--- config.mk ---
export PLATFORM = sky130hd
export DESIGN_NAME = tcw_controller
export DESIGN_NICKNAME = d
export VERILOG_FILES = /design/src/design/tcw_pkg.sv /design/src/design/tcw_controller.sv
export SDC_FILE = /design/constraint.sdc
export NUM_CORES = 1
export LEC_CHECK = 0
export BUFFER_PORTS_ARGS = -buffer_cell sky130_fd_sc_hd__buf_2
export CAP_MARGIN = 20
export CORE_AREA = 2 2 39 41
export DETAILED_ROUTE_END_ITERATION = 8
export DIE_AREA = 0 0 41 43
export GPL_TIMING_DRIVEN = 0
export SKIP_CTS_REPAIR_TIMING = 1
export SYNTH_ARGS = -nofsm -noshare
export SYNTH_HDL_FRONTEND = slang
export SYNTH_SLANG_ARGS = --single-unit
--- constraint.sdc ---
create_clock -name clk -period 1.4 [get_ports clk]
set_input_delay 0.07 -clock clk [delete_from_list [all_inputs] [get_ports clk]]
set_output_delay 0.07 -clock clk [all_outputs]
set_load 0.01 [all_outputs]
--- src/design/tcw_pkg.sv ---
// ----------------------------------------------------------------------------
// tcw_pkg: shared definitions for the text console writer
// Screen geometry, character codes, payload structs and the command and
// status bundles that join the controller to the datapath.
// ----------------------------------------------------------------------------
package tcw_pkg;

    localparam int COLUMNS = 80;
    localparam int ROWS    = 25;
    localparam int CELLS   = COLUMNS * ROWS;

    localparam int ADDR_W = $clog2(CELLS);
    localparam int COL_W  = $clog2(COLUMNS);
    localparam int ROW_W  = $clog2(ROWS);

    // Fixed field widths of the item interface.
    localparam int POS_W  = 11;
    localparam int BYTE_W = 8;

    localparam logic [BYTE_W-1:0] NEWLINE_CODE    = 8'd10;
    localparam logic [BYTE_W-1:0] SPACE_CODE      = 8'd32;
    localparam logic [BYTE_W-1:0] RESET_ATTRIBUTE = 8'h02;

    localparam logic OP_PUT  = 1'b0;
    localparam logic OP_READ = 1'b1;

    typedef struct packed {
        logic              opcode;
        logic [BYTE_W-1:0] char_code;
        logic [POS_W-1:0]  read_address;
    } in_item_t;

    typedef struct packed {
        logic [POS_W-1:0]  cursor_position;
        logic [BYTE_W-1:0] read_char;
        logic [BYTE_W-1:0] read_attribute;
    } out_item_t;

    typedef struct packed {
        logic exec;        // execute the item on the input channel
        logic init_step;   // write one reset cell during the power-up clear
        logic copy_step;   // one step of the scroll copy
        logic clear_step;  // write one blank cell of the bottom row
        logic load_out;    // load the result register
    } ctl_cmd_t;

    typedef struct packed {
        logic scroll;      // the item on the input channel scrolls the screen
        logic copy_last;   // sweep counter sits on the final copy step
        logic sweep_last;  // sweep counter sits on the last cell
    } dp_status_t;

endpackage

--- src/design/tcw_controller.sv ---
// ----------------------------------------------------------------------------
// tcw_controller: sequencing state machine
// Runs the power-up clear, accepts items, walks the scroll copy and clear,
// and hands results to the output register.
// ----------------------------------------------------------------------------
module tcw_controller (
    input  logic                 clk,
    input  logic                 rst_n,
    input  logic                 in_valid,
    output logic                 in_ready,
    output logic                 out_valid,
    input  logic                 out_ready,
    input  tcw_pkg::dp_status_t  status,
    output tcw_pkg::ctl_cmd_t    cmd
);

    localparam logic [2:0] ST_INIT  = 3'd0;
    localparam logic [2:0] ST_IDLE  = 3'd1;
    localparam logic [2:0] ST_COPY  = 3'd2;
    localparam logic [2:0] ST_CLEAR = 3'd3;
    localparam logic [2:0] ST_DONE  = 3'd4;

    logic [2:0] state_reg, state_next;
    logic       out_valid_reg, out_valid_next;
    logic       out_free;

    assign out_free = !out_valid_reg || out_ready;

    always_comb
    begin
        state_next = state_reg;
        cmd        = '0;
        in_ready   = 1'b0;
        unique case (state_reg)
            ST_INIT:
            begin
                cmd.init_step = 1'b1;
                if (status.sweep_last)
                begin
                    state_next = ST_IDLE;
                end
            end
            ST_IDLE:
            begin
                in_ready = 1'b1;
                if (in_valid)
                begin
                    cmd.exec   = 1'b1;
                    state_next = status.scroll ? ST_COPY : ST_DONE;
                end
            end
            ST_COPY:
            begin
                cmd.copy_step = 1'b1;
                if (status.copy_last)
                begin
                    state_next = ST_CLEAR;
                end
            end
            ST_CLEAR:
            begin
                cmd.clear_step = 1'b1;
                if (status.sweep_last)
                begin
                    state_next = ST_DONE;
                end
            end
            ST_DONE:
            begin
                if (out_free)
                begin
                    cmd.load_out = 1'b1;
                    state_next   = ST_IDLE;
                end
            end
            default:
            begin
                state_next = ST_INIT;
            end
        endcase
    end

    always_comb
    begin
        out_valid_next = out_valid_reg;
        if (cmd.load_out)
        begin
            out_valid_next = 1'b1;
        end
        else if (out_ready)
        begin
            out_valid_next = 1'b0;
        end
    end

    always_ff @(posedge clk or negedge rst_n)
    begin
        if (!rst_n)
        begin
            state_reg     <= ST_INIT;
            out_valid_reg <= 1'b0;
        end
        else
        begin
            state_reg     <= state_next;
            out_valid_reg <= out_valid_next;
        end
    end

    assign out_valid = out_valid_reg;

endmodule

---- Yosys cells after proc, flatten, opt, wreduce, memory -nomap -nowiden ----
Index checks and enable logic that the tools add are counted.
word-level totals
  register bits after elaboration ......... 4
  input port bits ......................... 7
  output and inout port bits .............. 7
  word-level logic and storage cells ...... 33
operators by class
  eq/ne operators ......................... 9
  muxes and demuxes ....................... 17
  reduce and logical (&&, ||, !) cells .... 5
operators by type and width
  operator                                        number
  2-to-1 mux 3 bit                                6
  one-hot mux 3 bit (5 select lines)              1
  2-to-1 mux 1 bit                                10
  != test 2 bit (second input constant)           5
  == test 3 x 2 -> 1 bit (second input constant)  2
  AND reduction 5 bit                             1
  == test 3 x 1 -> 1 bit (second input constant)  1
  == test 3 bit (second input constant)           1
  logical NOT 3 bit                               1
  nonzero test 2 bit                              1
  logical NOT 1 bit                               1
  logical OR 1 bit                                1

---- Depth between registers and ports, before layout ----
Gate-level depths: netlist (run 1).
  depth in word-level cells ............... 5
  gate-level depth with buffers ........... 4
  gate-level depth less buffers ........... 3

---- Worst setup path before layout (run 1) ----
No wires, ideal clock.
  path type ............................... register to register
  start ................................... register state_reg[1]
  end ..................................... register state_reg[0]
  setup time .............................. 0.128 ns
  arrival time ............................ 0.901 ns
  required time ........................... 1.272 ns
  setup slack ............................. 0.370 ns
  stages on the path, launching flop included .. 5
  buffers on the path ..................... 1
  clock period less this slack ............ 1.030 ns
  cell sequence ........................... dfrtp_1 -> buf_6 -> a211o_1 -> a21oi_1 -> a221oi_2
on the way
  cells in the longest elaborated chain, start to end .. 3
  elaborated cells between the ends (all ways) .. 12
  those cells by class .................... eq/ne: 9; mux: 1; reduce/logical: 2
ends and longest elaborated chain
  item                                   line                   RTL
  start, declared                        tcw_controller.sv:23   logic [2:0] state_reg, state_next;
  start signal, assigned                 tcw_controller.sv:105  state_reg <= state_next;
  == test 3 bit (tied with other cells)  tcw_controller.sv:34   unique case (state_reg)
  != test 2 bit (no source line)         --
  AND reduction 5 bit (no source line)   --
Parallel ways exist; a longest one is shown, timed or not.
A chain may end at the register's enable or synchronous reset.

==> results list, run 1 <==
- Total Routed Length: 645 um
* Number of vias per cell after detailed routing: 4.21
* Number of unique standard cell types used by synthesis: 19
* Critical Path Start: state_reg[0]
* Max cap viols: 0
- The routed design could run at a clock period as short as 1.32 ns.
* Synthesized instance count: 34
- Number of buffers created by CTS: 3
- Mapped cell area: 283 um2
* Number of antenna violations at the first check in global routing: 0
- Synth Warn #: 0
- Power per unit of standard cell area: 2100 nW/um2
- Die extent in x: approximately 41 um
* Critical Path Source Type: flip-flop
* Placeable core area: 1380 um2
- Summed over all nets, the half-perimeter wirelength after detailed placement is 482 um.
* Crit Path Max Fanout: 8
* Hold/Removal Path Class: primary input to flip-flop
- Mean routed wirelength per cell: 9.63 um
* Ratio of cells with drive above 1 in the final layout: 0.451
- Across the VDD grid, the largest voltage drop is 587 uV.
- Skew final: between 0.007 and 0.008 ns
- In the global route stage, overall resource usage came out at 0.102.
* Element type at the critical path end: output port
- Maximum number of pins on one net before global-route repair: 11
- Port Buffer Count: 13
- Via Count: 282
- The worst pin sits at a relative slew slack of 0.806.
- For this design, the sink count on the clock tree is 4.
- Starting utilization of the core area: 0.204
- CTS clk-pin slew, worst paths: 0.04 ns
- Based on the critical path, the design can be clocked at up to 760 MHz.
* Area of the die: 1760 um2
- For the worst setup path, the data required time is 1.33 ns.
- GPL Wtd Cong: approximately 0.7
* Unrepaired setup endpoints after global routing: false
- The worst hold path passes through 2 cells.
- Pleak: 0.000213 uW
- The clock reaches the later pin of the worst-skew pair after around 0.23 ns.
* Die Y-Extent: approximately 43 um
- Setup violations remaining at the end of the flow were counted as 0.
- The floorplan has 14 rows.
- In this run the most critical hold path is launched from status[0].
* Worst reg2reg path endpoint: state_reg[0]
- The detail route stage leaves a number of antenna-violating nets equal to 0.
- The area growth from synthesis to layout is 41.6%.
- The number of antenna diodes in the final layout is 0.
- Flip-flop and latch count after synthesis: 4
- Reg2reg setup slack: between 0.3 and 0.4 ns
- The max-slew violation count came to 0.
- Sequential share of the synthesized area: 0.354
- The worst hold path terminates at state_reg[0].
* Arrival time reported for the critical path endpoint: 1.25 ns
- Number of failing hold endpoints at the final stage: 0
* Utilization after layout: 0.289
* DRC violations left: 0
* Transition time at the pin with the least slew margin: between 0.2 and 0.3 ns
* Reg-to-Reg Start: state_reg[0]
- The register with the most flip-flops in the layout has 3 of them.
- Drt first pass iters: 3
- The final layout contains 60 nets.
- Clock Tree Buf Depth: 2
- A synthesized cell averages 8.32 um2.
- The worst setup path is of the flip-flop to output port kind.
- The first global-routing pass estimated 1080 um of wire.
- Synthesis produced a netlist with a net count of 41.
- Summed over all failing endpoints, the final setup total negative slack is 0 ns.
- Pin placement for this block handled 14 I/O pins.
* Buffer cell driving the clock tree root: sky130_fd_sc_hd__clkbuf_4
- Final worst-path cycle share: 0.939
- Clock H-tree levels: 1
* Worst-case reg-to-reg path depth: 3
- Detailed router's first-iteration violation count: 4
- The number of global-route vias before repair came to 264.
* Overflow after GRT: 0
* CTS tree: yes
- Result of the run: completed
-- layout make-up --
class / count / area [um2]
Buffer: 3 / 23.8
Sequential cell: 4 / 100
Clock buffer: 3 / 22.5
Tap cell: 16 / 20.0
Fill cell: 158 / 983
Multi-Input combinational cell: 26 / 155
Inverter: 1 / 3.75
Timing Repair Buffer: 14 / 75.1
-- power breakdown --
part / internal (uW) / switching, uW
Combinational: 217 / 266
Sequential: 164 / 51.3
Clock: 95.8 / 46.6
Total: 477 / 364
-- layer usage --
metal  global-route usage  vias up  part of all wire
met5                    0        -                 0
met1                0.120      114              0.47
li1                     -      154                 -
met2                0.125       12              0.43
met4                0.120        0             0.022
met3               0.0314        2             0.076
-- how the worst max path moves through the flow --
stage                     cells after the start            to
after floorplan                               4  state_reg[0]
after global placement                        4        cmd[0]
after detailed placement                      4  state_reg[0]
after CTS                                     4        cmd[0]
after global routing                          4        cmd[0]
final                                         4        cmd[0]
-- worst max-delay path, stage by stage, from the launching register on --
cell                      delay (ns)
sky130_fd_sc_hd__dfrtp_1        0.47
sky130_fd_sc_hd__nor2_4         0.18
sky130_fd_sc_hd__and3_1         0.16
sky130_fd_sc_hd__buf_4          0.09
sky130_fd_sc_hd__buf_2          0.11
-- Yosys cell counts --
master	instances	area [um2]
sky130_fd_sc_hd__a211o_1	1	8.76
sky130_fd_sc_hd__nor2_1	5	18.8
sky130_fd_sc_hd__nand4b_1	1	8.76
sky130_fd_sc_hd__a221oi_2	1	15.0
sky130_fd_sc_hd__a22oi_1	1	7.51
sky130_fd_sc_hd__buf_4	1	7.51
sky130_fd_sc_hd__nor3_1	2	10.0
sky130_fd_sc_hd__buf_2	1	5.00
sky130_fd_sc_hd__dfrtp_1	4	100
sky130_fd_sc_hd__nand2_1	4	15.0
sky130_fd_sc_hd__and3_1	1	6.26
sky130_fd_sc_hd__nand2b_1	3	18.8
sky130_fd_sc_hd__a21oi_1	1	5.00
sky130_fd_sc_hd__a2bb2oi_1	1	8.76
sky130_fd_sc_hd__buf_6	1	11.3
sky130_fd_sc_hd__nor2_4	1	11.3
sky130_fd_sc_hd__nand2_2	1	6.26
sky130_fd_sc_hd__inv_2	1	3.75
sky130_fd_sc_hd__o21ai_1	3	15.0
-- layout by cell type (no fill, tap or decap), drive strengths merged --
master and instances:
a211o 1, a21oi 1, a221oi 1, a22oi 1, a2bb2oi 1, and3 1
buf 16, clkbuf 3, dfrtp 4, dlygate4sd3 1, inv 1, nand2 5
nand2b 3, nand4b 1, nor2 6, nor3 2, o21ai 3
-- cells by family (layout without fill, tap and decap cells) --
logic type,Yosys count,after routing,share of synthesized area
DFF,4,4,0.354
buffers and inverters,4,21,0.0973
and+or+nand+nor,18,18,0.336
AOI/OAI and AO/OA,8,8,0.212
-- through the flow --
step	instance area, um2	hold slack, ns	std cells	worst slack, ns	total power [uW]
4_1_cts	390	-0.375	66	0.0682	856
6_report	400	0.0712	67	0.0849	841
3_5_place_dp	368	-0.117	63	0.328	704
2_1_floorplan	283	-0.226	34	0.370	560
5_1_grt	400	0.0755	67	0.0172	916
3_3_place_gp	368	-0.119	63	0.323	701
Power figures use the tool's default switching activity.
==> run 2: changes to the inputs <==
--- a/config.mk
+++ b/config.mk
@@ -11,6 +11,7 @@
 export DETAILED_ROUTE_END_ITERATION = 8
 export DIE_AREA = 0 0 41 43
 export GPL_TIMING_DRIVEN = 0
+export REMOVE_ABC_BUFFERS = 1
 export SKIP_CTS_REPAIR_TIMING = 1
 export SYNTH_ARGS = -nofsm -noshare
 export SYNTH_HDL_FRONTEND = slang
==> run 2 against run 1 <==
Net effect: clock power is essentially flat; cell count down 4.5%; utilization fell by 1.7 points; count of clock-buffer cells in the layout did not move; critical endpoint is now cmd[4].
==> results list, run 2 (synthesis results as in run 1) <==
- Remaining max-slew budget at the tightest pin: 0.754 (was 0.806)
* Worst-Skew Late Latency: 0.24 ns (was 0.23 ns)
* Hold Crit Start: status[0] (unchanged)
- The number of antenna repair diodes came to 0 (unchanged).
* Final Slew Violations: 0 (unchanged)
- The die span in y came to 43 um (unchanged).
- Element type at the critical path end: output port (unchanged)
- Minimum period implied by the final worst setup slack: 1.27 ns (was 1.32 ns)
- The number of buffers created by CTS was 3 (unchanged).
- Mean routed wirelength per cell: 9.72 um (was 9.63 um)
- Filler cell count in the final layout: 166 (was 158)
- Global routing usage on met3: 0.0524 (was 0.0314)
- Max cap viols: 0 (unchanged)
* # IOs: 14 (unchanged)
- Final worst-path cycle share: 0.909 (was 0.939)
- The number of global-route vias before repair was 261 (was 264).
* Kind of critical path: flip-flop to output port (unchanged)
- The clock transition at the registers of the reported paths was 0.03 ns (was 0.04 ns).
- Worst-case reg-to-reg path depth: 3 (unchanged)
* Fraction of met2 tracks used by global routing: 0.106 (was 0.125)
- Hold EP: state_reg[0] (unchanged)
* Unrepaired setup endpoints after global routing: false (unchanged)
- The beginning of the critical path is state_reg[1] (was state_reg[0]).
* Flip-flop count of the largest register, all copies and words added: 3 (unchanged)
- GPL Wtd Cong: 0.686 (was 0.689)
- Global-route layer with the greatest usage: met1 (was met2)
- Clock Tree Buf Depth: 2 (unchanged)
- Overflow after GRT: 0 (unchanged)
* Reg-to-Reg Start: state_reg[1] (was state_reg[0])
- Placed cell areas: 344 um2 (was 368 um2)
* Global-route wire length before repair: 1030 um (was 1080 um)
* DRC violations left: 0 (unchanged)
- The capturing point of the worst reg2reg path is state_reg[0] (unchanged).
- Met1 routing resource usage after global routing: 0.117 (was 0.120)
- Number of vias per cell after detailed routing: 4.38 (was 4.21)
- Buffer cell driving the clock tree root: sky130_fd_sc_hd__clkbuf_4 (unchanged)
- Area of the die: 1760 um2 (unchanged)
- Area Growth Syn to Fin: 33.2% (was 41.6%)
* Clock H-tree levels: 1 (unchanged)
* Arrival time reported for the critical path endpoint: 1.20 ns (was 1.25 ns)
- The overall fraction of global-route tracks in use was 0.0926 (was 0.102).
- The TritonCTS clock tree was yes (unchanged).
- Area occupied by multi-input gates: 155 um2 (unchanged)
- Data required time at the worst endpoint: 1.33 ns (about the same)
* Port Buffer Count: 13 (unchanged)
- The critical path launch point type is a flip-flop (unchanged).
- The number of failing hold endpoints at the final stage is 0 (unchanged).
- The share of post-route cells with drive strength above 1 came to 0.417 (was 0.451).
- Highest attainable clock frequency: 786 MHz (was 760 MHz)
- Power per unit of standard cell area: 2110 nW/um2 (was 2100 nW/um2)
- Post-route ant nets: 0 (unchanged)
- Total of endpoints with negative setup slack in the final report: 0 (unchanged)
- Summed area of non-filler cells in the final layout: 377 um2 (was 400 um2)
* Worst Hold Path Cells: 2 (unchanged)
- Placeable core area: 1380 um2 (unchanged)
- Final sum of negative setup slack: 0 ns (unchanged)
- Total Routed Length: 622 um (was 645 um)
- The final design utilization came to 0.272 (was 0.289).
- The minimum setup slack among reg-to-reg paths was 0.27 ns (was 0.33 ns).
* Die extent in x: 41 um (unchanged)
* Number of antenna violations at the first check in global routing: 0 (unchanged)
- Drt first pass iters: 4 (was 3)
* Result of the run: completed (unchanged)
* Transition time at the pin with the least slew margin: 0.369 ns (was 0.291 ns)
* Clk sink count: 4 (unchanged)
- Layout net count: 57 (was 60)
- The leading cell type in the layout, fill and taps excluded is sky130_fd_sc_hd__buf_2 (unchanged).
* Overall power of the completed layout: 795 uW (was 841 uW)
- The total number of placement rows is 14 (unchanged).
- Hold/Removal Path Class: primary input to flip-flop (unchanged)
- The sequential cell area was 100 um2 (unchanged).
- Pleak: 0.000196 uW (was 0.000213 uW)
- The worst clock skew on the final layout came to 0.00678 ns (was 0.00713 ns).
- Maximum number of pins on one net before global-route repair: 11 (unchanged)
- Leading cell types in the layout, fill and taps excluded: sky130_fd_sc_hd__buf_2 (13), sky130_fd_sc_hd__nor2_1 (5), sky130_fd_sc_hd__nand2_1 (4), sky130_fd_sc_hd__dfrtp_1 (4) (was sky130_fd_sc_hd__buf_2 (14), sky130_fd_sc_hd__nor2_1 (5), sky130_fd_sc_hd__nand2_1 (4), sky130_fd_sc_hd__dfrtp_1 (4))
- The highest ir drop seen on vdd came to 680 uV (was 587 uV).
- Via Count: 280 (was 282)
- The highest fanout seen on the critical path came to 10 (was 8).
* Detailed router's first-iteration violation count: 3 (was 4)
- The initial standard-cell utilization of the core came to 0.204 (unchanged).
==> run 2: changes by cell type in the layout (fill, tap and decap cells not counted) <==
cell,delta
sky130_fd_sc_hd__buf_2,-1
sky130_fd_sc_hd__buf_4,-1
sky130_fd_sc_hd__buf_6,-1
==> run 2: stage by stage <==
step	cells	hold slack, ns	setup slack [ns]
CTS	63	-0.380	0.109
global placement	60	-0.124	0.278
global route	64	0.0575	0.0415
detailed placement	60	-0.121	0.276
finish	64	0.0664	0.127
floorplan	31	-0.226	0.350
==> run 2: worst max-delay path, stage by stage, from the launching register on <==
cell and delay (ns):
sky130_fd_sc_hd__dfrtp_1 0.50, sky130_fd_sc_hd__nand2b_1 0.24, sky130_fd_sc_hd__nor2_1 0.10, sky130_fd_sc_hd__buf_2 0.13
==> run 2: power by group <==
part / switching (uW) / internal [uW]
clock: 49.4 / 96.0
sequential: 111 / 163
combinational: 196 / 179
==> run 2: metal layers <==
metal,vias up,part of all wire
met2,11,0.42
met3,0,0.093
met4,0,0
met1,124,0.48
met5,-,0
li1,145,-
==> run 2: worst max-delay path by stage <==
stage	endpoint	slack [ns]	cells after the start
detailed placement	state_reg[0]	0.28	3
finish	cmd[4]	0.13	3
CTS	cmd[4]	0.11	3
global placement	state_reg[0]	0.28	3
global route	in_ready	0.04	3
floorplan	state_reg[0]	0.35	3
==> run 2: layout make-up <==
type	count	share of cell area
timing repair buffer	14	0.199
inverter	1	0.00997
clock buffer	3	0.0598
multi-input combinational	26	0.412
sequential	4	0.266
tap	16	0.0532
